===== config.mk =====
export PLATFORM = sky130hd
export DESIGN_NAME = glpc_scan
export DESIGN_NICKNAME = d
export VERILOG_FILES = /design/src/rtl/core/glpc_pkg.sv /design/src/rtl/core/glpc_scan.sv
export VERILOG_INCLUDE_DIRS = /design/src /design/src/rtl/core
export SDC_FILE = /design/constraint.sdc
export NUM_CORES = 1
export LEC_CHECK = 0
export ABC_AREA = 1
export BUFFER_PORTS_ARGS = -buffer_cell sky130_fd_sc_hd__buf_4
export CAP_MARGIN = 10
export CORE_ASPECT_RATIO = 1.2
export CORE_UTILIZATION = 50
export CTS_CLUSTER_SIZE = 10
export DETAILED_ROUTE_END_ITERATION = 10
export GPL_TIMING_DRIVEN = 0
export PLACE_DENSITY = 0.75
export RECOVER_POWER = 100
export SYNTH_ARGS = -nofsm -noshare
export SYNTH_HDL_FRONTEND = slang
export SYNTH_SLANG_ARGS = --single-unit
export TNS_END_PERCENT = 50

===== constraint.sdc =====
create_clock -name aclk -period 2.8 [get_ports aclk]
set_input_delay 0.56 -clock aclk [delete_from_list [all_inputs] [get_ports aclk]]
set_output_delay 0.56 -clock aclk [all_outputs]
set_load 0.01 [all_outputs]

===== src/rtl/core/grid_local_peak_counter_assert.svh =====
// Assertion macros shared by the grid peak counter modules.
// Each macro expects a clock named aclk and an active-low reset named aresetn.
`ifndef GRID_LOCAL_PEAK_COUNTER_ASSERT_SVH
`define GRID_LOCAL_PEAK_COUNTER_ASSERT_SVH

// Consequent must hold in the same cycle as the antecedent.
`define GLPC_ASSERT_SAME(label, ante, cons, msg) \
    label: assert property (@(posedge aclk) disable iff (!aresetn) (ante) |-> (cons)) \
        else $error(msg);

// Consequent must hold in the cycle after the antecedent.
`define GLPC_ASSERT_NEXT(label, ante, cons, msg) \
    label: assert property (@(posedge aclk) disable iff (!aresetn) (ante) |=> (cons)) \
        else $error(msg);

`endif


===== src/rtl/core/glpc_pkg.sv =====
// Shared types and constants for the grid local peak counter.
// No dependencies; used by every module of the block except glpc_ram.
package glpc_pkg;

    localparam int MAX_COLUMNS = 1024;
    localparam int VALUE_WIDTH = 32;

    localparam int COL_W      = $clog2(MAX_COLUMNS);
    localparam int ROW_W      = 16;
    localparam int CFG_COLS_W = 11;
    localparam int PEAK_W     = 26;
    localparam int CELL_W     = 32;
    localparam int S_TDATA_W  = 32;
    localparam int M_TDATA_W  = 32;
    localparam int RAM_W      = 2 * VALUE_WIDTH;

    localparam int CFG_INDEX_W = 8;
    localparam int CFG_DATA_W  = 16;

    // Configuration register indexes.
    localparam logic [CFG_INDEX_W-1:0] REG_ROW_COUNT    = CFG_INDEX_W'(0);
    localparam logic [CFG_INDEX_W-1:0] REG_COLUMN_COUNT = CFG_INDEX_W'(1);

    typedef logic signed [VALUE_WIDTH-1:0] glpc_value_t;

    // Position of one cell in the grid, as seen by the compare stage.
    typedef struct packed {
        logic [COL_W-1:0] col;
        logic             c_ge1;
        logic             c_ge2;
        logic             r_ge1;
        logic             r_ge2;
        logic             last_row;
        logic             last_col;
    } glpc_pos_t;

endpackage


===== src/rtl/core/glpc_scan.sv =====
// Input stage: configuration registers, raster position counters and the
// cell register that feeds the compare stage. Depends on glpc_pkg.
module glpc_scan (
    input  logic                               aclk,
    input  logic                               aresetn,
    input  logic                               cfg_valid,
    input  logic [glpc_pkg::CFG_INDEX_W-1:0]   cfg_index,
    input  logic [glpc_pkg::CFG_DATA_W-1:0]    cfg_data,
    input  logic                               s_tvalid,
    output logic                               s_tready,
    input  logic [glpc_pkg::S_TDATA_W-1:0]     s_tdata,
    output logic                               s1_valid,
    output glpc_pkg::glpc_pos_t                s1_pos,
    output glpc_pkg::glpc_value_t              s1_value,
    input  logic                               s1_fire,
    output logic                               rd_en,
    output logic [glpc_pkg::COL_W-1:0]         rd_addr,
    output logic                               cfg_restart
);

    `include "grid_local_peak_counter_assert.svh"

    logic [glpc_pkg::ROW_W-1:0] rows_last_reg, rows_last_next;
    logic [glpc_pkg::COL_W-1:0] cols_last_reg, cols_last_next;
    logic [glpc_pkg::ROW_W-1:0] row_pos_reg, row_pos_next;
    logic [glpc_pkg::COL_W-1:0] col_pos_reg, col_pos_next;
    logic                       s1_valid_reg, s1_valid_next;
    glpc_pkg::glpc_pos_t        s1_pos_reg;
    glpc_pkg::glpc_value_t      s1_value_reg;

    logic                                accept;
    logic                                last_col;
    logic                                last_row;
    logic [glpc_pkg::CFG_COLS_W-1:0]     raw_cols;
    glpc_pkg::glpc_pos_t                 pos_now;

    assign s_tready = !s1_valid_reg || s1_fire;
    assign accept   = s_tvalid && s_tready;
    assign last_col = (col_pos_reg == cols_last_reg);
    assign last_row = (row_pos_reg == rows_last_reg);
    assign raw_cols = cfg_data[glpc_pkg::CFG_COLS_W-1:0];

    assign cfg_restart = cfg_valid &&
                         (cfg_index == glpc_pkg::REG_ROW_COUNT ||
                          cfg_index == glpc_pkg::REG_COLUMN_COUNT);

    always_comb begin
        pos_now.col      = col_pos_reg;
        pos_now.c_ge1    = (col_pos_reg != '0);
        pos_now.c_ge2    = (col_pos_reg > glpc_pkg::COL_W'(1));
        pos_now.r_ge1    = (row_pos_reg != '0);
        pos_now.r_ge2    = (row_pos_reg > glpc_pkg::ROW_W'(1));
        pos_now.last_row = last_row;
        pos_now.last_col = last_col;
    end

    always_comb begin
        rows_last_next = rows_last_reg;
        cols_last_next = cols_last_reg;
        row_pos_next   = row_pos_reg;
        col_pos_next   = col_pos_reg;
        s1_valid_next  = s1_valid_reg;

        if (s1_fire) begin
            s1_valid_next = 1'b0;
        end
        if (accept) begin
            s1_valid_next = 1'b1;
            if (!last_col) begin
                col_pos_next = col_pos_reg + glpc_pkg::COL_W'(1);
            end else begin
                col_pos_next = '0;
                row_pos_next = last_row ? '0 : row_pos_reg + glpc_pkg::ROW_W'(1);
            end
        end

        // The user must send configuration only while the block is idle; the block does not enforce it.
        if (cfg_valid) begin
            case (cfg_index)
                glpc_pkg::REG_ROW_COUNT: begin
                    // A count of zero behaves as one row.
                    rows_last_next = (cfg_data == '0) ? '0
                                   : cfg_data - glpc_pkg::ROW_W'(1);
                end
                glpc_pkg::REG_COLUMN_COUNT: begin
                    if (raw_cols == '0) begin
                        cols_last_next = '0;
                    end else if (32'(raw_cols) > 32'(glpc_pkg::MAX_COLUMNS)) begin
                        cols_last_next = glpc_pkg::COL_W'(glpc_pkg::MAX_COLUMNS - 1);
                    end else begin
                        cols_last_next = glpc_pkg::COL_W'(32'(raw_cols) - 32'd1);
                    end
                end
                default: begin
                end
            endcase
        end
        if (cfg_restart) begin
            row_pos_next = '0;
            col_pos_next = '0;
        end
    end

    always_ff @(posedge aclk) begin
        if (!aresetn) begin
            rows_last_reg <= '0;
            cols_last_reg <= '0;
            row_pos_reg   <= '0;
            col_pos_reg   <= '0;
            s1_valid_reg  <= 1'b0;
        end else begin
            rows_last_reg <= rows_last_next;
            cols_last_reg <= cols_last_next;
            row_pos_reg   <= row_pos_next;
            col_pos_reg   <= col_pos_next;
            s1_valid_reg  <= s1_valid_next;
        end
    end

    always_ff @(posedge aclk) begin
        if (accept) begin
            s1_pos_reg   <= pos_now;
            s1_value_reg <= $signed(s_tdata[glpc_pkg::VALUE_WIDTH-1:0]);
        end
    end

    assign s1_valid = s1_valid_reg;
    assign s1_pos   = s1_pos_reg;
    assign s1_value = s1_value_reg;
    assign rd_en    = accept;
    assign rd_addr  = col_pos_reg;

    `GLPC_ASSERT_NEXT(a_cfg_restarts_grid, cfg_restart,
        (row_pos_reg == '0) && (col_pos_reg == '0), "grid not restarted by config write")
    `GLPC_ASSERT_NEXT(a_row_wrap, accept && !cfg_valid && last_col && !last_row,
        (col_pos_reg == '0) && (row_pos_reg == $past(row_pos_reg) + 16'd1),
        "row did not advance at end of line")

endmodule


; Word level (Yosys, flattened, before mapping)
; Cells that the tools add are included.
; Widths: inputs -> output; s select.
[totals]
elab_cells = 46
output_inout_bits = 62
mem_count = 0
ramBits = 0
latchBits = 0
register_bits = 101
rom_bits = 0
[op_classes]
add_sub_neg = 4
n_div = 0
bitwise_logic = 1
n_reduce_logical = 15
muxes = 7
n_lt_le_gt_ge = 3
mul = 0
eq_ne = 3
shift = 0
[op_table]
columns = cell, n
row1 = $mux 16, 2
row2 = $mux 10, 3
row3 = $add 16x1->16 const B, 1
row4 = $eq 16x16->1, 1
row5 = $gt 16x1->1 const B, 1
row6 = $logic_not 16->1, 1
row7 = $reduce_bool 16->1, 1
row8 = $sub 16x1->16 const B, 1
row9 = $gt 11x11->1 const B, 1
row10 = $logic_not 11->1, 1
row11 = $add 10x1->10 const B, 1
row12 = $eq 10x10->1, 1
row13 = $gt 10x1->1 const B, 1
row14 = $reduce_bool 10->1, 1
row15 = $sub 10x1->10 const B, 1
row16 = $eq 8x1->1 const B, 1
row17 = $logic_not 8->1, 1
row18 = $reduce_and 2->1, 3
row19 = $logic_and 1x1->1, 2
row20 = $logic_or 1x1->1, 2
row21 = $mux 1, 2
row22 = $reduce_bool 2->1, 1
row23 = $reduce_or 2->1, 1
row24 = $logic_not 1->1, 1
row25 = $not 1->1, 1

; Depth between registers and ports, before layout
; Gate-level depths: netlist of run 1.
[logic_depth]
depth_word = 4
ltp_mapped = 11
mapped_depth_nobuf = 11

; Worst setup path after synthesis of run 1
; Ideal clock, no wire load.
[synth_timing]
path_type = input-to-output
start = input s1_fire
end = output rd_en
path_stages = 5
arrival_time_ns = 1.711
path_slack_ns = 0.529
t_required_ns = 2.240
cell_sequence = inv_1 nand2_1 nand2_2 inv_2 buf_2
[synth_between]
elab_chain_len = 2
[synth_lines]
columns = element, line_no
row1 = start: declaration, glpc_scan.sv:15  ; input logic s1_fire,
row2 = $logic_or 1x1->1, glpc_scan.sv:37  ; assign s_tready = !s1_valid_reg || s1_fire;
row3 = net s_tready, glpc_scan.sv:10  ; output logic s_tready,
row4 = $logic_and 1x1->1, glpc_scan.sv:38  ; assign accept = s_tvalid && s_tready;
row5 = end: declaration, glpc_scan.sv:16  ; output logic rd_en,
; The timed path passes the listed nets, and every way through them passes these cells.

; Worst setup path after layout of run 1
[layout_timing]
start = input s1_fire
end = output rd_en
[layout_between]
elab_chain_len = 2
[layout_lines]
columns = element, line_no
row1 = $logic_or 1x1->1, glpc_scan.sv:37
row2 = $logic_and 1x1->1, glpc_scan.sv:38
; No other way between the ends.

==> results.py, run 1 <==
metrics = {
    "outcome": {
        "status": "finished clean",
    },
    "global_route": {
        "grt_usage_pct": 21.0,
        "grt_first_pass_wirelength_um": 16700,
        "grt_max_degree": 59,
        "grt_pass1_vias": 3870,
        "grt_overflow": 0,
        "antenna_found_initial": 0,
    },
    "sta": {
        "period_share_pct": 88.5,
        "finClkSkew_ns": 0.00871,
        "slew_viol_final": 0,
        "fin_tns_setup_ns": 0,
        "max_freq_mhz": 403,
        "setup_viol": 0,
        "hold_viol": 0,
        "rsz0062_at_grt": "no",
        "fin_crit_ns": 2.48,
        "slew_headroom_pct": 46.3,
        "tightest_slew_ns": 0.800,
    },
    "synth": {
        "synth_adder_area_share_pct": 2.06,
        "synth_compound_area_share_pct": 5.47,
        "synth.distinct_cells": 28,
        "synth_nets": 668,
        "synth_area_mm2": 0.00485,
        "synth.area.mux_share_pct": 0,
        "syn_area_per_cell_um2": 8.10,
        "ys_warn_count": 0,
        "synth_top_family_by_area": "simple AND/OR/NAND/NOR gates",
        "seq_area_frac_synth_pct": 51.6,
        "synth-simple-area-share_pct": 27.8,
        "synth_cells": 599,
        "synth_xor_area_share_pct": 4.51,
        "synth-seq-cells": 101,
    },
    "clock_network": {
        "cts_inserted_buffers": 9,
        "cts.sinks": 101,
        "path_clk_slew_ns": 0.07,
        "ctsHoldBuffers": 0,
        "clk_path_buf_depth": 2,
        "cts_tree": "done",
        "clk_latency_ns": 0.34,
        "post_cts_buffers": 0,
        "cts.htree.levels": 3,
        "cts_root_buffer": "clkbuf_16",
    },
    "worst_setup_path": {
        "required_ns": 2.24,
        "crit_buf_inv": 5,
        "end_kind": "output pin",
        "startpoint_type": "primary input",
        "critPathMaxStageDelay_ns": 0.61,
        "criticalPathCategory": "in2out",
        "cp_slowest_cell": "buf_4",
        "worstPathArrival_ns": 1.92,
        "cpLargestDelayFamily": "buffers and inverters",
        "crit_chain": "buf_4 > inv_1 > nand2_1 > nand2_2 > inv_1 > buf_4 > clkbuf_1",
        "critPathMaxFanout": 58,
    },
    "layout": {
        "area_growth_pct": 23.1,
        "layout_commonest_cell": "nand2_1",
        "insertedDiodeCount": 0,
        "drive_gt1_share_pct": 14.8,
        "largest_reg_flops": 32,
        "nNetsFinal": 801,
        "fin_cells": 860,
        "layout_common_cells": "nand2_1 (174), inv_1 (73), nor2_1 (67)",
    },
    "routing": {
        "drc": 0,
        "antenna_left": 0,
        "first_pass_iters": 4,
        "vias_per_cell": 4.95,
        "num_vias": 4258,
        "drt_iter0_drc": 195,
        "wl_per_cell_um": 12.3,
        "wirelength_um": 10500,
    },
    "power_and_ir_drop": {
        "power.density_mw_per_mm2": 514,
        "max-vdd-ir-drop_v": 0.000284,
        "p_leak_nw": 2.52,
    },
    "placement": {
        "place_inst": 844,
        "dp_hpwl_um": 8010,
        "finalWeightedCongestion": 0.900,
        "portBuffers": 122,
    },
    "die": {
        "io_pins": 123,
        "coreArea_mm2": 0.00947,
        "rows": 39,
        "die_x_um": 91.9,
        "dieArea_mm2": 0.0101,
        "die_y_um": 110,
        "start_util_pct": 51.3,
    },
    "min_path": {
        "hp-class": "in2reg",
    },
    "run": {
        "maxCapViolations": 0,
    },
}
==> worst reg2reg max path: stages (launching register included) <==
cell	delay [ns]
dfxtp_1	0.47
inv_1	0.16
nand2_1	0.10
nand2_1	0.06
nor2_1	0.13
nand3_2	0.09
nor3_1	0.56
clkbuf_1	0.41
nand3_1	0.16
nand2_1	0.09
nor2_1	0.04
==> metal layers <==
layer	vias to the layer above	GRT usage [%]	share of wire, %
met5	-	0	0
met4	0	11.9	1.7
met3	13	4.08	6.1
met2	147	36.7	48
met1	1924	24.3	44
li1	2174	-	-
==> final timing paths <==
| kind | endpoint | cells after the start | from | slack (ns) |
|---|---|---|---|---|
| max | rd_en | 7 | s1_fire | 0.32 |
| min | s1_value[25]$_DFFE_PP_ | 1 | s_tdata[25] | 0.41 |
| max reg2reg | row_pos_reg[8]$_SDFFE_PP0P_ | 10 | rd_addr[0]$_SDFFE_PP0P_ | 0.40 |
| min reg2reg | rows_last_reg[9]$_SDFFE_PN0P_ | 2 | rows_last_reg[9]$_SDFFE_PN0P_ | 0.48 |
==> power breakdown <==
group / internal (W) / total [W] / switching, W
registers: 0.00160 / 0.00162 / 0.0000158
logic: 0.000106 / 0.000273 / 0.000168
clock network: 0.000657 / 0.00118 / 0.000522
total: 0.00236 / 0.00307 / 0.000705
==> cell usage after synthesis (all sizes together) <==
master | instances | area, um2
nand2 | 177 | 674
a21oi | 33 | 169
xnor2 | 4 | 35.0
or2 | 2 | 12.5
ha | 8 | 100
edfxtp | 48 | 1440
nor4 | 2 | 12.5
o21bai | 2 | 15.0
dfxtp | 53 | 1060
nand3 | 42 | 215
nand4 | 11 | 68.8
xor2 | 21 | 184
buf | 15 | 111
inv | 78 | 293
clkbuf | 4 | 15.0
nor3 | 15 | 86.3
nand3b | 2 | 15.0
nor2 | 68 | 263
o21ai | 14 | 81.3
==> area by class of cell <==
cell class / instances / area (um2)
Tap cell: 123 / 154
Sequential cell: 101 / 2500
Fill cell: 898 / 3490
Buffer: 19 / 113
Multi-Input combinational cell: 401 / 1900
Timing Repair Buffer: 122 / 724
Clock buffer: 11 / 254
Inverter: 78 / 293
Clock inverter: 5 / 35.0
==> metrics by stage <==
| stage | utilization [%] | cell area (um2) | hold slack (ns) | total power (W) | setup slack (ns) |
|---|---|---|---|---|---|
| 4_1_cts | 65.6 | 6210 | 0.378 | 0.00315 | 0.307 |
| 3_3_place_gp | 62.6 | 5920 | 0.469 | 0.00196 | -0.0560 |
| 6_report | 63.1 | 5970 | 0.413 | 0.00307 | 0.321 |
| 5_1_grt | 63.1 | 5970 | 0.401 | 0.00318 | 0.170 |
| 3_5_place_dp | 62.6 | 5920 | 0.474 | 0.00197 | -0.0894 |
| 2_1_floorplan | - | 4850 | 0.457 | 0.00180 | 0.529 |
==> cell families after synthesis <==
group | Yosys count
buffers and inverters | 97
XOR/XNOR | 25
AO/OA/AOI/OAI | 49
AND/OR/NAND/NOR | 319
adder cells (fa/ha/maj) | 8
flip-flops | 101
==> what timing repair did <==
| item | CTS | global route |
|---|---|---|
| endpoints found under the setup margin | 1 | 0 |
| hold endpoints to repair | 0 | 0 |
| resized for setup | 1 | 0 |
(Power assumes the default switching activity.)
==> run 2: changes to the inputs <==
--- a/config.mk
+++ b/config.mk
@@ -11,4 +11,5 @@
 export CAP_MARGIN = 10
 export CORE_ASPECT_RATIO = 1.2
+export CORE_MARGIN = 4
 export CORE_UTILIZATION = 50
 export CTS_CLUSTER_SIZE = 10
==> constraint.sdc (replaced) <==
create_clock -name aclk -period 2.6 [get_ports aclk]
set_input_delay 0.26 -clock aclk [delete_from_list [all_inputs] [get_ports aclk]]
set_output_delay 0.26 -clock aclk [all_outputs]
set_load 0.01 [all_outputs]
==> run 2 against run 1 <==
  * Utilization decreased by 0.061 points
  * Sequential power grew 7%
  * Sequential cell count did not move
  * Worst hold slack worse by 0.30 ns
  * Setup slack improved by 0.097 ns
  * Count of clock-buffer cells in the layout increased by 1
  * Sequential share of layout area shrank 0.17 points
  * Via count fell by 1.2%
  * Clock power increased by 9%
  * Largest cell class unchanged
  * Highest routed layer unchanged
==> results.py, run 2 (same netlist as run 1, synthesis figures left out) <==
metrics = {
    "sta": {
        "finClkSkew_ns": 0.00583,
        "period_share_pct": 83.9,
        "rsz0062_at_grt": "no",
        "slew_viol_final": 0,
        "tightest_slew_ns": 0.780,
        "hold_viol": 0,
        "slew_headroom_pct": 47.6,
        "fin_tns_setup_ns": 0,
        "setup_viol": 0,
        "max_freq_mhz": 458,
        "fin_crit_ns": 2.18,
    },
    "global_route": {
        "grt_first_pass_wirelength_um": 17300,
        "antenna_found_initial": 0,
        "grt_overflow": 0,
        "grt_pass1_vias": 3999,
        "grt_usage_pct": 18.7,
        "grt_max_degree": 59,
    },
    "die": {
        "coreArea_mm2": 0.00952,
        "die_y_um": 116,
        "rows": 39,
        "io_pins": 123,
        "start_util_pct": 51.0,
        "die_x_um": 97.9,
        "dieArea_mm2": 0.0114,
    },
    "power_and_ir_drop": {
        "swShare_pct": 22.6,
        "power.density_mw_per_mm2": 555,
        "p_int_w": 0.00258,
        "max-vdd-ir-drop_v": 0.000351,
        "power_frac_comb_pct": 9.0,
        "switching_power_w": 0.000752,
        "p_leak_nw": 2.53,
        "pwr-share-seq_pct": 52.2,
        "clkPwrFrac_pct": 38.8,
    },
    "layout": {
        "fillCellCount": 870,
        "multiInputGateArea_mm2": 0.00190,
        "fin_cells": 860,
        "area_growth_pct": 23.6,
        "drive_gt1_share_pct": 15.1,
        "seq_area_mm2": 0.00250,
        "largest_reg_flops": 32,
        "insertedDiodeCount": 0,
        "layout_commonest_cell": "nand2_1",
        "nNetsFinal": 801,
        "layout_common_cells": "nand2_1 (176), inv_1 (72), nor2_1 (67)",
    },
    "worst_setup_path": {
        "cpLargestDelayFamily": "buffers and inverters",
        "crit_chain": "nand2_1 > nand2_1 > inv_2 > buf_4 > clkbuf_1",
        "startpoint_type": "register",
        "worstPathArrival_ns": 1.92,
        "criticalPathCategory": "reg2out",
        "end_kind": "output pin",
        "critPathMaxStageDelay_ns": 0.57,
        "cp_slowest_cell": "buf_4",
        "crit_buf_inv": 3,
        "worst_path_most_repeated_cell": "nand2_1",
        "critPathMaxFanout": 58,
        "required_ns": 2.34,
    },
    "clock_network": {
        "clk_path_buf_depth": 2,
        "post_cts_buffers": 0,
        "clk_latency_ns": 0.34,
        "cts_tree": "done",
        "ctsHoldBuffers": 0,
        "cts.htree.levels": 3,
        "cts_root_buffer": "clkbuf_16",
        "cts_inserted_buffers": 9,
        "path_clk_slew_ns": 0.07,
        "cts.sinks": 101,
    },
    "outcome": {
        "status": "finished clean",
    },
    "routing": {
        "drt_iter0_drc": 221,
        "wl_per_cell_um": 12.1,
        "wirelength_um": 10400,
        "drc": 0,
        "antenna_left": 0,
        "num_vias": 4205,
        "vias_per_cell": 4.89,
        "first_pass_iters": 5,
    },
    "placement": {
        "dp_hpwl_um": 8090,
        "portBuffers": 122,
        "place_inst": 844,
        "finalWeightedCongestion": 0.925,
    },
    "min_path": {
        "hp-class": "in2reg",
    },
    "run": {
        "maxCapViolations": 0,
    },
}
-- run 2: cell count changes in the layout (fill, tap and decap cells not counted), sizes merged --
| cell | before | now |
|---|---|---|
| buf | 39 | 40 |
| clkinv | 4 | 1 |
| clkinvlp | 1 | 2 |
| inv | 78 | 79 |
-- run 2: worst register-to-register path, stage by stage, from the launching register on --
cell	delay (ns)
dfxtp_1	0.45
inv_1	0.15
nand2_1	0.08
nand2_1	0.05
nor2_1	0.13
nand3_2	0.09
nor2_1	0.18
nand2_1	0.23
nand2_1	0.18
clkbuf_1	0.41
nor2_1	0.10
-- run 2: what timing repair did --
item	4_1_cts	5_1_grt
resized for setup	1	0
hold endpoints to repair	0	0
setup endpoints to repair	1	0
-- run 2: per-layer routing --
| metal | global-route usage, % | vias to the layer above | share of wire, % |
|---|---|---|---|
| li1 | - | 2169 | - |
| met1 | 21.7 | 1862 | 43 |
| met2 | 32.7 | 149 | 48 |
| met3 | 3.79 | 25 | 6.3 |
| met4 | 9.79 | 0 | 2.3 |
| met5 | 0 | - | 0 |
-- run 2: worst paths after layout --
kind	from	to	slack [ns]	cells after the start
min reg2reg	rows_last_reg[5]$_SDFFE_PN0P_	rows_last_reg[5]$_SDFFE_PN0P_	0.48	2
max reg2reg	rd_addr[0]$_SDFFE_PP0P_	rd_addr[7]$_SDFFE_PP0P_	0.43	10
max	s1_valid$_SDFFE_PN0P_	rd_en	0.42	5
min	s_tdata[31]	s1_value[31]$_DFFE_PP_	0.12	1
-- run 2: through the flow --
stage | cell area, um2 | utilization [%] | total power [W] | worst slack, ns | hold slack (ns)
after global routing | 6000 | 63.0 | 0.00346 | 0.135 | 0.102
after global placement | 5920 | 62.2 | 0.00211 | 0.338 | 0.438
after CTS | 6220 | 65.4 | 0.00341 | 0.400 | 0.0816
final | 6000 | 63.0 | 0.00333 | 0.418 | 0.118
after detailed placement | 5920 | 62.2 | 0.00212 | 0.309 | 0.439
after floorplan | 4850 | - | 0.00193 | 0.727 | 0.359
-- run 2: power by group through the flow --
stage / clock, W / combinational, W / sequential (W)
floorplan: 0 / 0.000134 / 0.00180
global placement: 0 / 0.000339 / 0.00178
detailed placement: 0 / 0.000346 / 0.00178
CTS: 0.00133 / 0.000348 / 0.00174
global route: 0.00139 / 0.000332 / 0.00174
finish: 0.00129 / 0.000299 / 0.00174
-- run 2: area by class of cell --
| type | instances | area share (%) |
|---|---|---|
| Buffer | 19 | 2.07 |
| Clock buffer | 12 | 4.46 |
| Clock inverter | 4 | 0.480 |
| Inverter | 78 | 4.88 |
| Multi-Input combinational cell | 401 | 31.7 |
| Sequential cell | 101 | 41.7 |
| Tap cell | 123 | 2.57 |
| Timing Repair Buffer | 122 | 12.1 |
