$ cat src/rtl/core/grid_local_peak_counter_assert.svh
// Assertion macros shared by the grid peak counter modules.
// Each macro expects a clock named aclk and an active-low reset named aresetn.
`ifndef GRID_LOCAL_PEAK_COUNTER_ASSERT_SVH
`define GRID_LOCAL_PEAK_COUNTER_ASSERT_SVH

// Consequent must hold in the same cycle as the antecedent.
`define GLPC_ASSERT_SAME(label, ante, cons, msg) \
    label: assert property (@(posedge aclk) disable iff (!aresetn) (ante) |-> (cons)) \
        else $error(msg);

// Consequent must hold in the cycle after the antecedent.
`define GLPC_ASSERT_NEXT(label, ante, cons, msg) \
    label: assert property (@(posedge aclk) disable iff (!aresetn) (ante) |=> (cons)) \
        else $error(msg);

`endif

$ cat src/rtl/core/glpc_pkg.sv
// Shared types and constants for the grid local peak counter.
// No dependencies; used by every module of the block except glpc_ram.
package glpc_pkg;

    localparam int MAX_COLUMNS = 1024;
    localparam int VALUE_WIDTH = 32;

    localparam int COL_W      = $clog2(MAX_COLUMNS);
    localparam int ROW_W      = 16;
    localparam int CFG_COLS_W = 11;
    localparam int PEAK_W     = 26;
    localparam int CELL_W     = 32;
    localparam int S_TDATA_W  = 32;
    localparam int M_TDATA_W  = 32;
    localparam int RAM_W      = 2 * VALUE_WIDTH;

    localparam int CFG_INDEX_W = 8;
    localparam int CFG_DATA_W  = 16;

    // Configuration register indexes.
    localparam logic [CFG_INDEX_W-1:0] REG_ROW_COUNT    = CFG_INDEX_W'(0);
    localparam logic [CFG_INDEX_W-1:0] REG_COLUMN_COUNT = CFG_INDEX_W'(1);

    typedef logic signed [VALUE_WIDTH-1:0] glpc_value_t;

    // Position of one cell in the grid, as seen by the compare stage.
    typedef struct packed {
        logic [COL_W-1:0] col;
        logic             c_ge1;
        logic             c_ge2;
        logic             r_ge1;
        logic             r_ge2;
        logic             last_row;
        logic             last_col;
    } glpc_pos_t;

endpackage

$ cat src/rtl/core/glpc_peak.sv
// Compare stage: neighbour window, peak decisions, running count and the
// result register. Depends on glpc_pkg and the line buffer RAM read data.
module glpc_peak (
    input  logic                           aclk,
    input  logic                           aresetn,
    input  logic                           s1_valid,
    input  glpc_pkg::glpc_pos_t            s1_pos,
    input  glpc_pkg::glpc_value_t          s1_value,
    output logic                           s1_fire,
    input  logic                           rd_en,
    input  logic [glpc_pkg::COL_W-1:0]     rd_addr,
    input  logic [glpc_pkg::RAM_W-1:0]     rd_data,
    output logic                           wr_en,
    output logic [glpc_pkg::COL_W-1:0]     wr_addr,
    output logic [glpc_pkg::RAM_W-1:0]     wr_data,
    input  logic                           cfg_restart,
    output logic                           m_tvalid,
    input  logic                           m_tready,
    output logic [glpc_pkg::PEAK_W-1:0]    m_peak_total
);

    `include "grid_local_peak_counter_assert.svh"

    localparam int VW = glpc_pkg::VALUE_WIDTH;

    logic                           bypass_reg, bypass_next;
    logic [glpc_pkg::RAM_W-1:0]     bypass_word_reg;
    logic [glpc_pkg::PEAK_W-1:0]    running_reg, running_next;
    logic                           m_valid_reg, m_valid_next;
    logic [glpc_pkg::PEAK_W-1:0]    m_data_reg;

    // Window: previous-row values one and two columns back, the row above
    // that one column back, and current-row values one and two columns back.
    glpc_pkg::glpc_value_t prev_a_reg;
    glpc_pkg::glpc_value_t prev2_a_reg;
    glpc_pkg::glpc_value_t prev_u_reg;
    glpc_pkg::glpc_value_t win1_reg;
    glpc_pkg::glpc_value_t win2_reg;

    logic [glpc_pkg::RAM_W-1:0]  word;
    glpc_pkg::glpc_value_t       cur_a;
    glpc_pkg::glpc_value_t       cur_u;
    glpc_pkg::glpc_value_t       v;
    logic                        grid_end;
    logic                        d_left_above;
    logic                        d_above;
    logic                        d_left;
    logic                        d_self;
    logic [2:0]                  found;
    logic [glpc_pkg::PEAK_W-1:0] total;

    // A read issued while the same line entry was being written sees the
    // new word through the bypass; this only occurs with a single column.
    assign word  = bypass_reg ? bypass_word_reg : rd_data;
    assign cur_a = $signed(word[VW-1:0]);
    assign cur_u = $signed(word[2*VW-1:VW]);
    assign v     = s1_value;

    assign grid_end = s1_pos.last_row && s1_pos.last_col;
    assign s1_fire  = s1_valid && (!grid_end || !m_valid_reg || m_tready);

    // Cell one row up and one column left: all four sides are now known.
    assign d_left_above = s1_pos.r_ge1 && s1_pos.c_ge1 &&
                          (cur_a < prev_a_reg) && (win1_reg < prev_a_reg) &&
                          (!s1_pos.r_ge2 || (prev_u_reg < prev_a_reg)) &&
                          (!s1_pos.c_ge2 || (prev2_a_reg < prev_a_reg));

    // Cell directly above, in the last column: it has no right neighbour.
    assign d_above = s1_pos.r_ge1 && s1_pos.last_col && (v < cur_a) &&
                     (!s1_pos.r_ge2 || (cur_u < cur_a)) &&
                     (!s1_pos.c_ge1 || (prev_a_reg < cur_a));

    // Bottom row: the cell to the left has no lower neighbour.
    assign d_left = s1_pos.last_row && s1_pos.c_ge1 && (v < win1_reg) &&
                    (!s1_pos.c_ge2 || (win2_reg < win1_reg)) &&
                    (!s1_pos.r_ge1 || (prev_a_reg < win1_reg));

    // Final cell of the grid; a lone cell is never counted.
    assign d_self = grid_end && (s1_pos.r_ge1 || s1_pos.c_ge1) &&
                    (!s1_pos.c_ge1 || (win1_reg < v)) &&
                    (!s1_pos.r_ge1 || (cur_a < v));

    assign found = {2'b00, d_left_above} + {2'b00, d_above} +
                   {2'b00, d_left} + {2'b00, d_self};
    assign total = running_reg + glpc_pkg::PEAK_W'(found);

    assign wr_en   = s1_fire;
    assign wr_addr = s1_pos.col;
    assign wr_data = {cur_a, v};

    always_comb begin
        bypass_next  = bypass_reg;
        running_next = running_reg;
        m_valid_next = m_valid_reg;

        if (rd_en) begin
            bypass_next = s1_fire && (rd_addr == s1_pos.col);
        end
        if (m_tready) begin
            m_valid_next = 1'b0;
        end
        if (s1_fire) begin
            running_next = grid_end ? '0 : total;
            if (grid_end) begin
                m_valid_next = 1'b1;
            end
        end
        if (cfg_restart) begin
            running_next = '0;
        end
    end

    always_ff @(posedge aclk) begin
        if (!aresetn) begin
            bypass_reg  <= 1'b0;
            running_reg <= '0;
            m_valid_reg <= 1'b0;
        end else begin
            bypass_reg  <= bypass_next;
            running_reg <= running_next;
            m_valid_reg <= m_valid_next;
        end
    end

    always_ff @(posedge aclk) begin
        if (rd_en) begin
            bypass_word_reg <= wr_data;
        end
        if (s1_fire) begin
            prev2_a_reg <= prev_a_reg;
            prev_a_reg  <= cur_a;
            prev_u_reg  <= cur_u;
            win2_reg    <= win1_reg;
            win1_reg    <= v;
            if (grid_end) begin
                m_data_reg <= total;
            end
        end
    end

    assign m_tvalid     = m_valid_reg;
    assign m_peak_total = m_data_reg;

    `GLPC_ASSERT_NEXT(a_end_gives_result, s1_fire && grid_end, m_valid_reg,
        "grid end did not produce a result")
    `GLPC_ASSERT_NEXT(a_end_clears_count, s1_fire && grid_end, running_reg == '0,
        "running count not cleared after grid end")
    `GLPC_ASSERT_NEXT(a_bypass_needs_write, rd_en && !s1_fire, !bypass_reg,
        "bypass taken without a concurrent line write")
    `GLPC_ASSERT_SAME(a_stall_only_when_full, s1_valid && !s1_fire,
        grid_end && m_valid_reg && !m_tready, "compare stage stalled without cause")

endmodule

$ cat config.mk
export PLATFORM = sky130hd
export DESIGN_NAME = glpc_peak
export DESIGN_NICKNAME = d
export VERILOG_FILES = /design/src/rtl/core/glpc_pkg.sv /design/src/rtl/core/glpc_peak.sv
export VERILOG_INCLUDE_DIRS = /design/src /design/src/rtl/core
export SDC_FILE = /design/constraint.sdc
export NUM_CORES = 1
export LEC_CHECK = 0
export ABC_AREA = 1
export BUFFER_PORTS_ARGS = -buffer_cell sky130_fd_sc_hd__buf_4
export CORE_ASPECT_RATIO = 2
export CORE_MARGIN = 2
export CORE_UTILIZATION = 44
export CTS_BUF_LIST = sky130_fd_sc_hd__clkbuf_8
export DETAILED_ROUTE_END_ITERATION = 16
export HOLD_SLACK_MARGIN = 0.15
export PLACE_DENSITY_LB_ADDON = 0.3
export SYNTH_ARGS = -nofsm -noshare
export SYNTH_HDL_FRONTEND = slang
export SYNTH_SLANG_ARGS = --single-unit
$ cat constraint.sdc
create_clock -name aclk -period 10.5 [get_ports aclk]
set_input_delay 2.625 -clock aclk [delete_from_list [all_inputs] [get_ports aclk]]
set_output_delay 2.625 -clock aclk [all_outputs]
set_load 0.02 [all_outputs]
Yosys cells after proc, flatten, opt, wreduce, memory -nomap -nowiden
Cells that the tools add are included.
{ "totals": {"reg_bits": 278, "input_bits": 128, "word_cells": 71, "output_inout_bits": 103} }
{ "classes": {"eq_ne": 1, "reduce_logical": 38, "n_addsub": 4, "order_cmp": 12, "muxes": 5, "n_bitwise": 1} }
{ "ops": {"columns": ["op", "count"], "rows": [
  ["$lt A32 B32 Y1", 12],
  ["$mux W64", 1],
  ["$add A26 B3 Y26", 1],
  ["$mux W26", 1],
  ["$logic_and A1 B1 Y1", 19],
  ["$logic_or A1 B1 Y1", 11],
  ["$eq A10 B10 Y1", 1],
  ["$logic_not A1 Y1", 6],
  ["$add A2 B1 Y3", 1],
  ["$add A3 B1 Y3", 1],
  ["$mux W1", 3],
  ["$add A1 B1 Y2", 1],
  ["$reduce_and A2 Y1", 1],
  ["$reduce_or A2 Y1", 1],
  ["$not A1 Y1", 1]
]} }

Depth between registers and ports, before layout
Gate-level depths: netlist (run 1).
{ "depth": {"word_depth": 11, "depth_mapped": 34, "depth_no_buf": 33} }

Least setup slack after synthesis (run 1)
OpenSTA, ideal clock, no wires.
{ "synth_path": {"kind": "input to output", "from": "in s1_pos[0] (netlist bit)", "to": "out wr_en", "t_required_ps": 7875, "t_arrival_ps": 6807, "n_path_buf": 2, "setup_slack_ps": 1068, "cell_stages": 5, "cell_sequence": "nand2_1 > o21ai_0 > clkbuf_1 > inv_1 > buf_4"} }
{ "synth_via": {"elab_chain_cells": 5} }
{ "synth_lines": {"columns": ["item", "line", "rtl"], "rows": [
  ["from (decl)", "glpc_peak.sv:7", "input glpc_pkg::glpc_pos_t s1_pos,"],
  ["$logic_and A1 B1 Y1", "glpc_peak.sv:59", "assign grid_end = s1_pos.last_row && s1_pos.last_col;"],
  ["$logic_not A1 Y1", "glpc_peak.sv:60", "assign s1_fire = s1_valid && (!grid_end || !m_valid_reg || m_tready);"],
  ["$logic_or A1 B1 Y1 (2 in series)", "glpc_peak.sv:60", null],
  ["$logic_and A1 B1 Y1", "glpc_peak.sv:60", null],
  ["to (decl)", "glpc_peak.sv:13", "output logic wr_en,"]
]} }
Every way passes these cells.

Worst setup path after layout (run 1)
{ "layout_path": {"from": "in rd_data[31] (netlist bit)", "to": "reg running_reg[24] (netlist bit)"} }
{ "layout_via": {"elab_chain_cells": 11, "elab_cells_between_ends": 22, "classes_between": "add/sub: 4; order compare: 5; mux: 2; reduce/logical: 11"} }
{ "layout_lines": {"columns": ["item", "line", "rtl"], "rows": [
  ["from (decl)", "glpc_peak.sv:12", "input logic [glpc_pkg::RAM_W-1:0] rd_data,"],
  ["$mux W64 (*)", "glpc_peak.sv:54", "assign word = bypass_reg ? bypass_word_reg : rd_data;"],
  ["$lt A32 B32 Y1", "glpc_peak.sv:64", "(cur_a < prev_a_reg) && (win1_reg < prev_a_reg) &&"],
  ["$logic_and A1 B1 Y1", "glpc_peak.sv:63", "assign d_left_above = s1_pos.r_ge1 && s1_pos.c_ge1 &&"],
  ["$logic_and A1 B1 Y1 (2 in series)", "glpc_peak.sv:64", null],
  ["$logic_and A1 B1 Y1", "glpc_peak.sv:65", "(!s1_pos.r_ge2 || (prev_u_reg < prev_a_reg)) &&"],
  ["$add A1 B1 Y2", "glpc_peak.sv:83", "assign found = {2'b00, d_left_above} + {2'b00, d_above} +"],
  ["$add A2 B1 Y3", "glpc_peak.sv:83", null],
  ["$add A3 B1 Y3 (*)", "glpc_peak.sv:84", "{2'b00, d_left} + {2'b00, d_self};"],
  ["$add A26 B3 Y26 (*)", "glpc_peak.sv:85", "assign total = running_reg + glpc_pkg::PEAK_W'(found);"],
  ["net total (one bit)", "glpc_peak.sv:50", "logic [glpc_pkg::PEAK_W-1:0] total;"],
  ["$mux W26 (*)", "glpc_peak.sv:103", "running_next = grid_end ? '0 : total;"],
  ["to (signal assigned)", "glpc_peak.sv:120", "running_reg <= running_next;"],
  ["to (decl)", "glpc_peak.sv:28", "logic [glpc_pkg::PEAK_W-1:0] running_reg, running_next;"]
]} }
The timed path passes the listed nets; every way through them passes the cells marked *.
A chain may end at the register's enable or synchronous reset.

==> results of run 1 <==
## power by group
group | leakage [nW] | switching [mW] | internal (mW)
Combinational | 5.83 | 0.254 | 0.159
Clock | 0.458 | 0.452 | 0.412
Sequential | 2.69 | 0.0260 | 1.27
Total | 8.98 | 0.732 | 1.84
## cell usage after synthesis (all sizes together)
master	instances
a211oi	1
a21o	4
a21oi	147
a221oi	1
a22o	2
a31oi	2
and2	1
and3	1
buf	77
clkbuf	20
clkinv	1
dfxtp	28
edfxtp	250
fa	3
ha	253
inv	209
nand2	387
nand3	35
nand4	29
nor2	84
nor3	19
nor4	4
nor4b	1
o211ai	2
o21a	14
o21ai	74
o21ba	2
o21bai	3
o22ai	3
or2	33
xnor2	11
xor2	14
## path summary, 6_finish.rpt
kind	start	end	slack (ps)	depth (start not counted)
setup reg to reg	bypass_reg	running_reg[24]	3910	25
setup / recovery	rd_data[31]	running_reg[24]	3360	23
hold reg to reg	prev_a_reg[0]	prev2_a_reg[0]	460	0
hold / removal	prev_a_reg[0]	prev2_a_reg[0]	460	0
## metrics by stage
step	area, sq um	power [mW]	utilization [%]
after floorplan	16900	1.57	-
after global placement	18600	1.72	49.0
after detailed placement	18600	1.74	49.0
after CTS	19400	2.60	51.0
after global routing	19400	2.70	51.0
final	19400	2.57	51.0
## layout make-up
cell class                      instances  area, sq um
Antenna cell                            1         2.50
Clock buffer                           47          647
Clock inverter                         27          121
Fill cell                            3523        18600
Inverter                              210          793
Multi-Input combinational cell       1130         7360
Sequential cell                       278         8070
Tap cell                              463          579
Timing Repair Buffer                  237         1780
## worst max-delay path, cell delays in order
cell     delay [ps]
buf_4           100
o21ai_0         470
ha_1            330
nand2_1          90
nor2_1          240
nand2_1         170
nor3_1          230
nand2_1         160
o21ai_0         180
inv_1            90
nand4_1         120
nor2_1           50
nand3_1         100
fa_1            460
fa_1            520
fa_1            460
nor3_1          350
nand2_1         100
nor3_1          240
nand2_1         110
xnor2_1         240
nand2_1          70
a21oi_1         130
## routing by layer
metal / GRT usage [%] / vias up
met3: 3.41 / 124
met1: 21.0 / 5960
met2: 46.5 / 325
li1: - / 6171
met5: 0 / -
met4: 14.0 / 0
## cell families (layout without fill, tap and decap cells)
logic type      Yosys count  count (layout)  synth area share [%]
fa+ha+maj               256             256                  19.1
other cells               0               1                     0
compound gates          255             255                  8.13
buf+inv                 307             521                  8.51
xor+xnor                 25              25                  1.34
flops                   278             278                  47.9
simple gates            594             594                  15.0
==> key figures, run 1 <==
Global route
  • Maximum number of pins on one net before global-route repair: 71
  • GR Util All Layers: 23.1%
  • Grt total ovfl: 0
  • Vias in the first global route: 13200
  • Global-route wire length before repair: 69600 um
  • Initial antenna violation count: 1

Cells and area
  • P&R area growth vs syn: 14.8%
  • Most used cells in the layout excluding fill and tap cells: nand2_1, ha_1, edfxtp_1
  • Fraction of layout instances using a drive strength above 1: 18.0%
  • Non-filler instance count after layout: 2393
  • Number of flip-flops in the largest register: 64
  • Net count of the finished layout: 2284
  • Most common cell after layout, fill and taps aside: nand2_1

Clock tree
  • Post-CTS sizing: 0
  • Clock Pin Slew Worst Setup and Hold Paths: 70 ps
  • Htree depth: 2
  • Sink count of the clock tree: 278
  • Hold buffer count at CTS: 0
  • CTS max path bufs: 3
  • TritonCTS clock tree: built
  • Clock root cell: clkbuf_8
  • CTS buffer count: 43
  • Clock insertion delay at the later pin of the skew report: 600 ps
  • Post-CTS setup repair buffer count: 0

Synth
  • Post-Syn Nets: 2099
  • Cells taking the most area after synthesis: edfxtp_1, ha_1, nand2_1
  • Cell area after synthesis: 16900 sq um
  • Yosys cell types: 43
  • Leading area contributor after synthesis: edfxtp_1
  • Flip-flop and latch count after synthesis: 278
  • Synth warnings: 0
  • Synthesized instance count: 1715
  • Register area share after synthesis: 47.9%
  • Mean cell area of the mapped netlist: 9.83 sq um
  • Post-synth top area share: 44.5%

Setup path
  • Worst EP arrival: 7660 ps
  • Crit Path Category: in2reg
  • Nature of the critical path endpoint: flop
  • Critical-path maximum fanout: 4
  • Data required time at the worst endpoint: 11020 ps
  • Setup crit start kind: input pin

Die
  • Die extent in x: 142 um
  • Height of the die: 281 um
  • Io pins: 231
  • DIE AREA: 40000 sq um
  • Site row count: 101
  • Initial core utilization: 44.5%
  • Area of the placeable core: 37900 sq um

Timing
  • Endpoints failing hold: 0
  • Clock period minus final worst setup slack: 7140 ps
  • PnR worst setup slack: 3360 ps
  • Worst slew pin tran: 973 ps
  • Sum of negative setup slack: 0 ps
  • Final worst path period share: 68.0%
  • F_max: 0.140 GHz
  • Total setup violations reported at the end of the flow: 0
  • Worst setup skew after layout: 21.6 ps
  • Max-Slew Margin vs Limit: 35.1%
  • RSZ-0062 raised after global routing: false
  • Worst Hold Margin: 463 ps
  • Final slew viol count: 0

Place
  • Setup Slack @ Placement: 2690 ps
  • Routability congestion estimate from global placement: 0.987
  • HPWL reported at the end of detailed placement: 36000 um
  • Placed cell count: 2318
  • Number of input and output port buffers inserted: 230

Routing
  • Met2 wirelength from detailed routing: 26100 um
  • Via/cell ratio: 5.26
  • Final routed wire length divided by cell count: 19.2 um
  • DRC Markers: 0
  • Met1 layer wirelength in the final routing: 14900 um
  • Count of nets left with antenna violations after detail routing: 0
  • Wire length on met3: 1860 um
  • Total length of routed wires: 45900 um
  • Highest layer used for signal routing: met4
  • Number of violations reported at the end of detailed-routing iteration 0: 559
  • First-pass DRT Iterations: 5
  • Vias post-DR: 12600

Pwr
  • Worst-case vdd ir drop: 0.000106 V
  • Areal power density over the cells: 133 nW/um^2
  • Leakage power of the design: 8.98 nW

Outcome
  • Status: complete, no violations

Run
  • Max cap viols: 0

Worst hold path
  • Classification of the worst-slack hold path: reg2reg
Note: power is estimated with default switching activity, not from simulation.
==> run 2, diff against run 1 <==
- ABC_AREA: 1 -> 0
- clock period: 10.5 -> 6.9 ns (I/O delays scaled with it)
==> run 2 against run 1 <==
Compared with the run above: register-to-register slack got worse by 3200 ps; flip-flop and latch count stayed put; first-iteration DRC count up 18%; via count down 5.5%; clock skew is 3.6 ps higher; combinational power increased by 57%; synthesized cell count decreased by 18%; sequential share of layout area decreased by 0.63 points; power increased by 59%.
==> key figures, run 2 <==
Timing
  • Final slew viol count: 0
  • RSZ-0062 raised after global routing: false
  • Max-Slew Margin vs Limit: 30.3%
  • Final worst path period share: 90.4%
  • Total setup violations reported at the end of the flow: 0
  • Worst slew pin tran: 1050 ps
  • F_max: 0.160 GHz
  • Worst setup skew after layout: 25.2 ps
  • Sum of negative setup slack: 0 ps
  • Endpoints failing hold: 0
  • Clock period minus final worst setup slack: 6240 ps

Die
  • DIE AREA: 39300 sq um
  • Height of the die: 278 um
  • Die extent in x: 141 um
  • Initial core utilization: 44.6%
  • Site row count: 100
  • Area of the placeable core: 37200 sq um
  • Io pins: 231

Synth
  • Fraction of registers with async set or reset after synthesis: 0%
  • Mean cell area of the mapped netlist: 11.8 sq um
  • Register area share after synthesis: 48.7%
  • Primary FF master, synth: edfxtp_1
  • Cell area after synthesis: 16600 sq um
  • Leading area contributor after synthesis: edfxtp_1
  • Synth warnings: 0
  • Top-count cell post-synth: ha_1
  • Flip-flop and latch count after synthesis: 278
  • Post-Syn Nets: 1789
  • Synthesized instance count: 1405
  • Cells taking the most area after synthesis: edfxtp_1, ha_1, buf_4
  • EDFF count, synth: 250
  • Post-synth top area share: 45.3%
  • Yosys cell types: 67
  • Most common library cells after synthesis: ha_1, edfxtp_1, inv_1

Routing
  • Count of nets left with antenna violations after detail routing: 0
  • Vias post-DR: 11900
  • DRC Markers: 0
  • Total length of routed wires: 45500 um
  • First-pass DRT Iterations: 5
  • Number of violations reported at the end of detailed-routing iteration 0: 659
  • Final routed wire length divided by cell count: 21.2 um
  • Via/cell ratio: 5.54

Clock tree
  • Clock Pin Slew Worst Setup and Hold Paths: 70 ps
  • Sink count of the clock tree: 278
  • Post-CTS sizing: 0
  • Clock insertion delay at the later pin of the skew report: 580 ps
  • CTS buffer count: 42
  • Htree depth: 2
  • Clock root cell: clkbuf_8
  • Post-CTS setup repair buffer count: 0
  • CTS max path bufs: 3
  • Hold buffer count at CTS: 0
  • TritonCTS clock tree: built

Global route
  • GR Util All Layers: 23.1%
  • Global-route wire length before repair: 68800 um
  • Initial antenna violation count: 1
  • Maximum number of pins on one net before global-route repair: 70
  • Grt total ovfl: 0
  • Vias in the first global route: 12500

Place
  • Routability congestion estimate from global placement: 0.926
  • HPWL reported at the end of detailed placement: 35900 um
  • Number of input and output port buffers inserted: 230

Setup path
  • Launching point of the worst reg2reg path: bypass_reg
  • Crit Path Category: in2reg
  • Setup slack on the worst flop-to-flop path: 690 ps
  • Worst setup path start: rd_data[14]
  • Critical-path maximum fanout: 6
  • Reg2Reg Depth: 23
  • Worst setup path end: running_reg[22]
  • Nature of the critical path endpoint: flop
  • Capture point of the worst reg-to-reg path: running_reg[22]
  • Setup crit start kind: input pin
  • Critical path's most frequent cell: buf_4
  • Critical path's slowest cell: fa_1
  • Data required time at the worst endpoint: 7410 ps
  • Crit-path cells: buf_4, mux2i_1, ha_1, nand4_1, nor4_1, buf_4, o21ai_0, nand3_1, a21oi_1, mux2_2, nand4bb_1, fa_1, fa_1, fa_1, nand3b_1, nor3_1, buf_4, nand3_1, buf_4, nor2_1, xor2_1, a22oi_1, nor2_1
  • Max incr delay on CP: 510 ps
  • Worst EP arrival: 6740 ps

Cells and area
  • Area occupied by multi-input gates: 7310 sq um
  • Net count of the finished layout: 2038
  • P&R area growth vs syn: 18.6%
  • Layout Utilization: 52.9%
  • Number of flip-flops in the largest register: 64
  • Fraction of layout instances using a drive strength above 1: 23.7%
  • Sequential cell area in the final layout: 8070 sq um
  • Most used cells in the layout excluding fill and tap cells: buf_4, ha_1, edfxtp_1
  • Fillers: 3263
  • Most common cell after layout, fill and taps aside: buf_4

Pwr
  • Worst-case vdd ir drop: 0.000166 V
  • Leakage power of the design: 8.80 nW
  • Areal power density over the cells: 208 nW/um^2

Outcome
  • Status: complete, no violations

Worst hold path
  • Classification of the worst-slack hold path: reg2reg

Run
  • Max cap viols: 0
run 2: cell count changes after synthesis, sizes merged, moves of 12 or more:
cell and delta:
a22oi +16, a21o +36, or2 -31, inv -60
mux2 +34, a21oi -69, mux2i +33, o21ai -23
o21a -12, nor2 -19, nand2 -325, clkbuf -12
run 2: worst max-delay path: cells and delay by family:
kind / cells / cell delay [ps]
and+or+nand+nor: 9 / 1790
adders and majority gates: 4 / 1770
buffers and inverters: 4 / 600
muxes: 2 / 380
AOI/OAI and AO/OA: 3 / 270
xor gates and xnor gates: 1 / 200
run 2: cell families after synthesis:
logic type / count (synthesis) / synth area share [%]
adders and majority gates: 256 / 19.5
xor gates and xnor gates: 34 / 1.80
AOI/OAI and AO/OA: 258 / 10.3
buffers and inverters: 241 / 7.18
muxes: 67 / 4.33
and+or+nand+nor: 271 / 8.24
DFF: 278 / 48.7
run 2: area by class of cell:
class | instances | share of cell area [%]
clock buffer | 50 | 3.50
clock inverter | 25 | 1.02
multi-input combinational | 886 | 37.2
inverter | 149 | 2.87
timing repair buffer | 297 | 11.4
sequential | 278 | 41.1
tap | 459 | 2.92
antenna | 1 | 0.0127
run 2: metal layers:
metal,routed length (um),vias up,track usage [%]
met1,14900,5740,22.2
met2,25700,381,45.8
li1,-,5651,-
met5,0,-,0
met3,2120,122,3.22
met4,2750,0,13.1
run 2: worst min path at each step:
| stage | endpoint | cells after the start | from |
|---|---|---|---|
| 6_report | win2_reg[29] | 0 | win1_reg[29] |
| 5_1_grt | win2_reg[21] | 0 | win1_reg[21] |
| 3_3_place_gp | prev2_a_reg[0] | 0 | prev_a_reg[0] |
| 2_1_floorplan | prev2_a_reg[0] | 0 | prev_a_reg[0] |
| 3_5_place_dp | prev2_a_reg[0] | 0 | prev_a_reg[0] |
| 4_1_cts | prev2_a_reg[0] | 0 | prev_a_reg[0] |
run 2: through the flow:
stage	total power, mW	cells	cell area [sq um]	hold slack (ps)	setup slack [ps]
global placement	2.64	2069	18800	462	178
detailed placement	2.66	2069	18800	467	133
floorplan	2.39	1405	16600	441	309
finish	4.09	2145	19700	492	664
global route	4.26	2145	19700	499	238
CTS	4.13	2144	19700	485	650
run 2: power breakdown:
| group | total (mW) | internal, mW | switching [mW] |
|---|---|---|---|
| Sequential | 1.97 | 1.93 | 0.0407 |
| Clock | 1.47 | 0.804 | 0.664 |
| Combinational | 0.649 | 0.273 | 0.376 |
==> run 3, diff against run 2 <==
- CORE_ASPECT_RATIO: 2 -> 0.8
- clock period: 6.9 -> 6.2 ns (I/O delays scaled with it)
==> run 3 against run 2 <==
Compared with the run above: clock skew about the same; die area is 0.22% lower; global-route usage shrank 0.27 points; via count is 1.6% higher; hold slack got worse by 7.4 ps; cell area rose by 2.2%; utilization increased by 1.3 points; count of clock-buffer cells in the layout up 1; sequential share of layout area down 0.89 points; first-iteration DRC count is 45% higher; non-clock buffer count grew 40; cell count is 3.6% higher; critical path type unchanged; highest routed layer unchanged.
==> key figures, run 3 (same netlist as run 2, synthesis figures left out) <==
Routing
  • Via/cell ratio: 5.44
  • DRC Markers: 0
  • Number of violations reported at the end of detailed-routing iteration 0: 958
  • Final routed wire length divided by cell count: 20.5 um
  • First-pass DRT Iterations: 7
  • Count of nets left with antenna violations after detail routing: 0
  • Total length of routed wires: 45600 um
  • Vias post-DR: 12100

Setup path
  • Launching point of the worst reg2reg path: bypass_reg
  • Cell class contributing the biggest share of worst-path delay: compound AO/OA/AOI/OAI gates
  • Combined buffer and inverter count along the critical path: 1
  • Setup crit start kind: input pin
  • Critical-path maximum fanout: 5
  • Data required time at the worst endpoint: 6680 ps
  • Crit-path cells: buf_4, mux2i_2, ha_1, a21oi_1, o21ai_0, a221oi_1, o211ai_1, a21oi_1, mux2_2, nand4bb_1, fa_1, fa_1, nand2b_1, a2111oi_4, and2_2, and3_1, nand3_1, xnor2_1, a32o_1
  • Worst EP arrival: 6400 ps
  • Critical path's slowest cell: fa_1
  • Setup slack on the worst flop-to-flop path: 330 ps
  • Crit Path Category: in2reg
  • Reg2Reg Depth: 21
  • Capture point of the worst reg-to-reg path: running_reg[25]
  • Nature of the critical path endpoint: flop
  • Max incr delay on CP: 520 ps
  • Worst setup path start: rd_data[21]

Cells and area
  • Net count of the finished layout: 2083
  • P&R area growth vs syn: 21.3%
  • Number of flip-flops in the largest register: 64
  • Fraction of layout instances using a drive strength above 1: 26.1%
  • Non-filler instance count after layout: 2222
  • Most used cells in the layout excluding fill and tap cells: buf_4, ha_1, edfxtp_1
  • Most common cell after layout, fill and taps aside: buf_4

Die
  • Die extent in x: 221 um
  • Io pins: 231
  • Area of the placeable core: 37000 sq um
  • DIE AREA: 39200 sq um
  • Height of the die: 178 um
  • Site row count: 63
  • Initial core utilization: 44.7%

Clock tree
  • Hold buffer count at CTS: 0
  • Clock insertion delay at the later pin of the skew report: 610 ps
  • TritonCTS clock tree: built
  • Htree depth: 2
  • Clock root cell: clkbuf_8
  • Clock Pin Slew Worst Setup and Hold Paths: 60 ps
  • Sink count of the clock tree: 278
  • CTS max path bufs: 3
  • CTS buffer count: 47

Pwr
  • Leakage power of the design: 9.03 nW
  • Worst-case vdd ir drop: 0.000139 V
  • Areal power density over the cells: 230 nW/um^2

Timing
  • Final worst path period share: 95.5%
  • Worst setup skew after layout: 25.2 ps
  • RSZ-0062 raised after global routing: false
  • F_max: 0.169 GHz
  • Max-Slew Margin vs Limit: 27.0%
  • Endpoints failing hold: 0
  • Clock period minus final worst setup slack: 5920 ps
  • Worst slew pin tran: 1100 ps
  • Final slew viol count: 0
  • PnR worst setup slack: 277 ps
  • Total setup violations reported at the end of the flow: 0

Global route
  • GR Util All Layers: 22.9%
  • Grt total ovfl: 0
  • Initial antenna violation count: 2
  • Maximum number of pins on one net before global-route repair: 75
  • Global-route wire length before repair: 68300 um
  • Vias in the first global route: 12000

Worst hold path
  • Hold Path Sink: win2_reg[29]
  • Classification of the worst-slack hold path: reg2reg
  • Hold Crit Depth: 0
  • HP Start: win1_reg[29]

Place
  • Number of input and output port buffers inserted: 230
  • HPWL reported at the end of detailed placement: 35400 um
  • Placed cell count: 2136
  • Setup Slack @ Placement: -429 ps
  • Routability congestion estimate from global placement: 0.946

Run
  • Max cap viols: 0

Outcome
  • Status: complete, no violations
run 3: cell count changes in the layout (fill, tap and decap cells not counted), sizes merged:
cell / before / now
clkbuf: 50 / 51
bufinv: 4 / 3
inv: 162 / 164
clkinv: 8 / 15
buf: 297 / 337
run 3: final cells by class:
type	instances	area (sq um)
clock buffers	51	702
repair buffers	337	2570
multi-input cells	886	7340
clock inverters	33	228
well taps	487	609
diodes	1	2.50
fillers	3192	17000
flip-flops and latches	278	8070
inverters	149	564
run 3: worst max path at each step:
stage / end / slack (ps) / depth (start not counted)
CTS: running_reg[25] / 180 / 22
detailed placement: running_reg[23] / -430 / 22
finish: running_reg[25] / 280 / 19
floorplan: running_reg[24] / 4 / 19
global placement: running_reg[18] / -440 / 24
global route: running_reg[18] / 20 / 21
run 3: where the power goes:
group          leakage (nW)  switching (mW)  internal (mW)
clock network         0.526           0.783          0.887
logic                  5.81           0.422          0.322
registers              2.70          0.0486           2.15
total                  9.03            1.25           3.36
run 3: stage by stage:
stage               total power, mW  utilization [%]  setup TNS, ps  hold slack, ps  cell area [sq um]
finish                         4.61             54.2              0             484              20100
global route                   4.82             54.2              0             493              20100
CTS                            4.66             54.1              0             469              20000
detailed placement             2.97             51.6          -8640             463              19100
global placement               2.95             51.6          -8780             455              19100
floorplan                      2.66                -              0             441              16600
run 3: what timing repair did:
action                                  in CTS  in global routing
gates resized for setup                      0                  2
buffers inserted                             0                  1
endpoints found under the setup margin       0                 17
run 3: per-layer routing:
| layer | share of wire, % | vias up | wire [um] | GRT usage (%) |
|---|---|---|---|---|
| met5 | 0 | - | 0 | 0 |
| met3 | 9.4 | 75 | 4270 | 5.05 |
| met4 | 2.2 | 0 | 1010 | 6.29 |
| met1 | 47 | 5791 | 21200 | 33.7 |
| li1 | - | 5765 | - | - |
| met2 | 42 | 456 | 19100 | 33.9 |
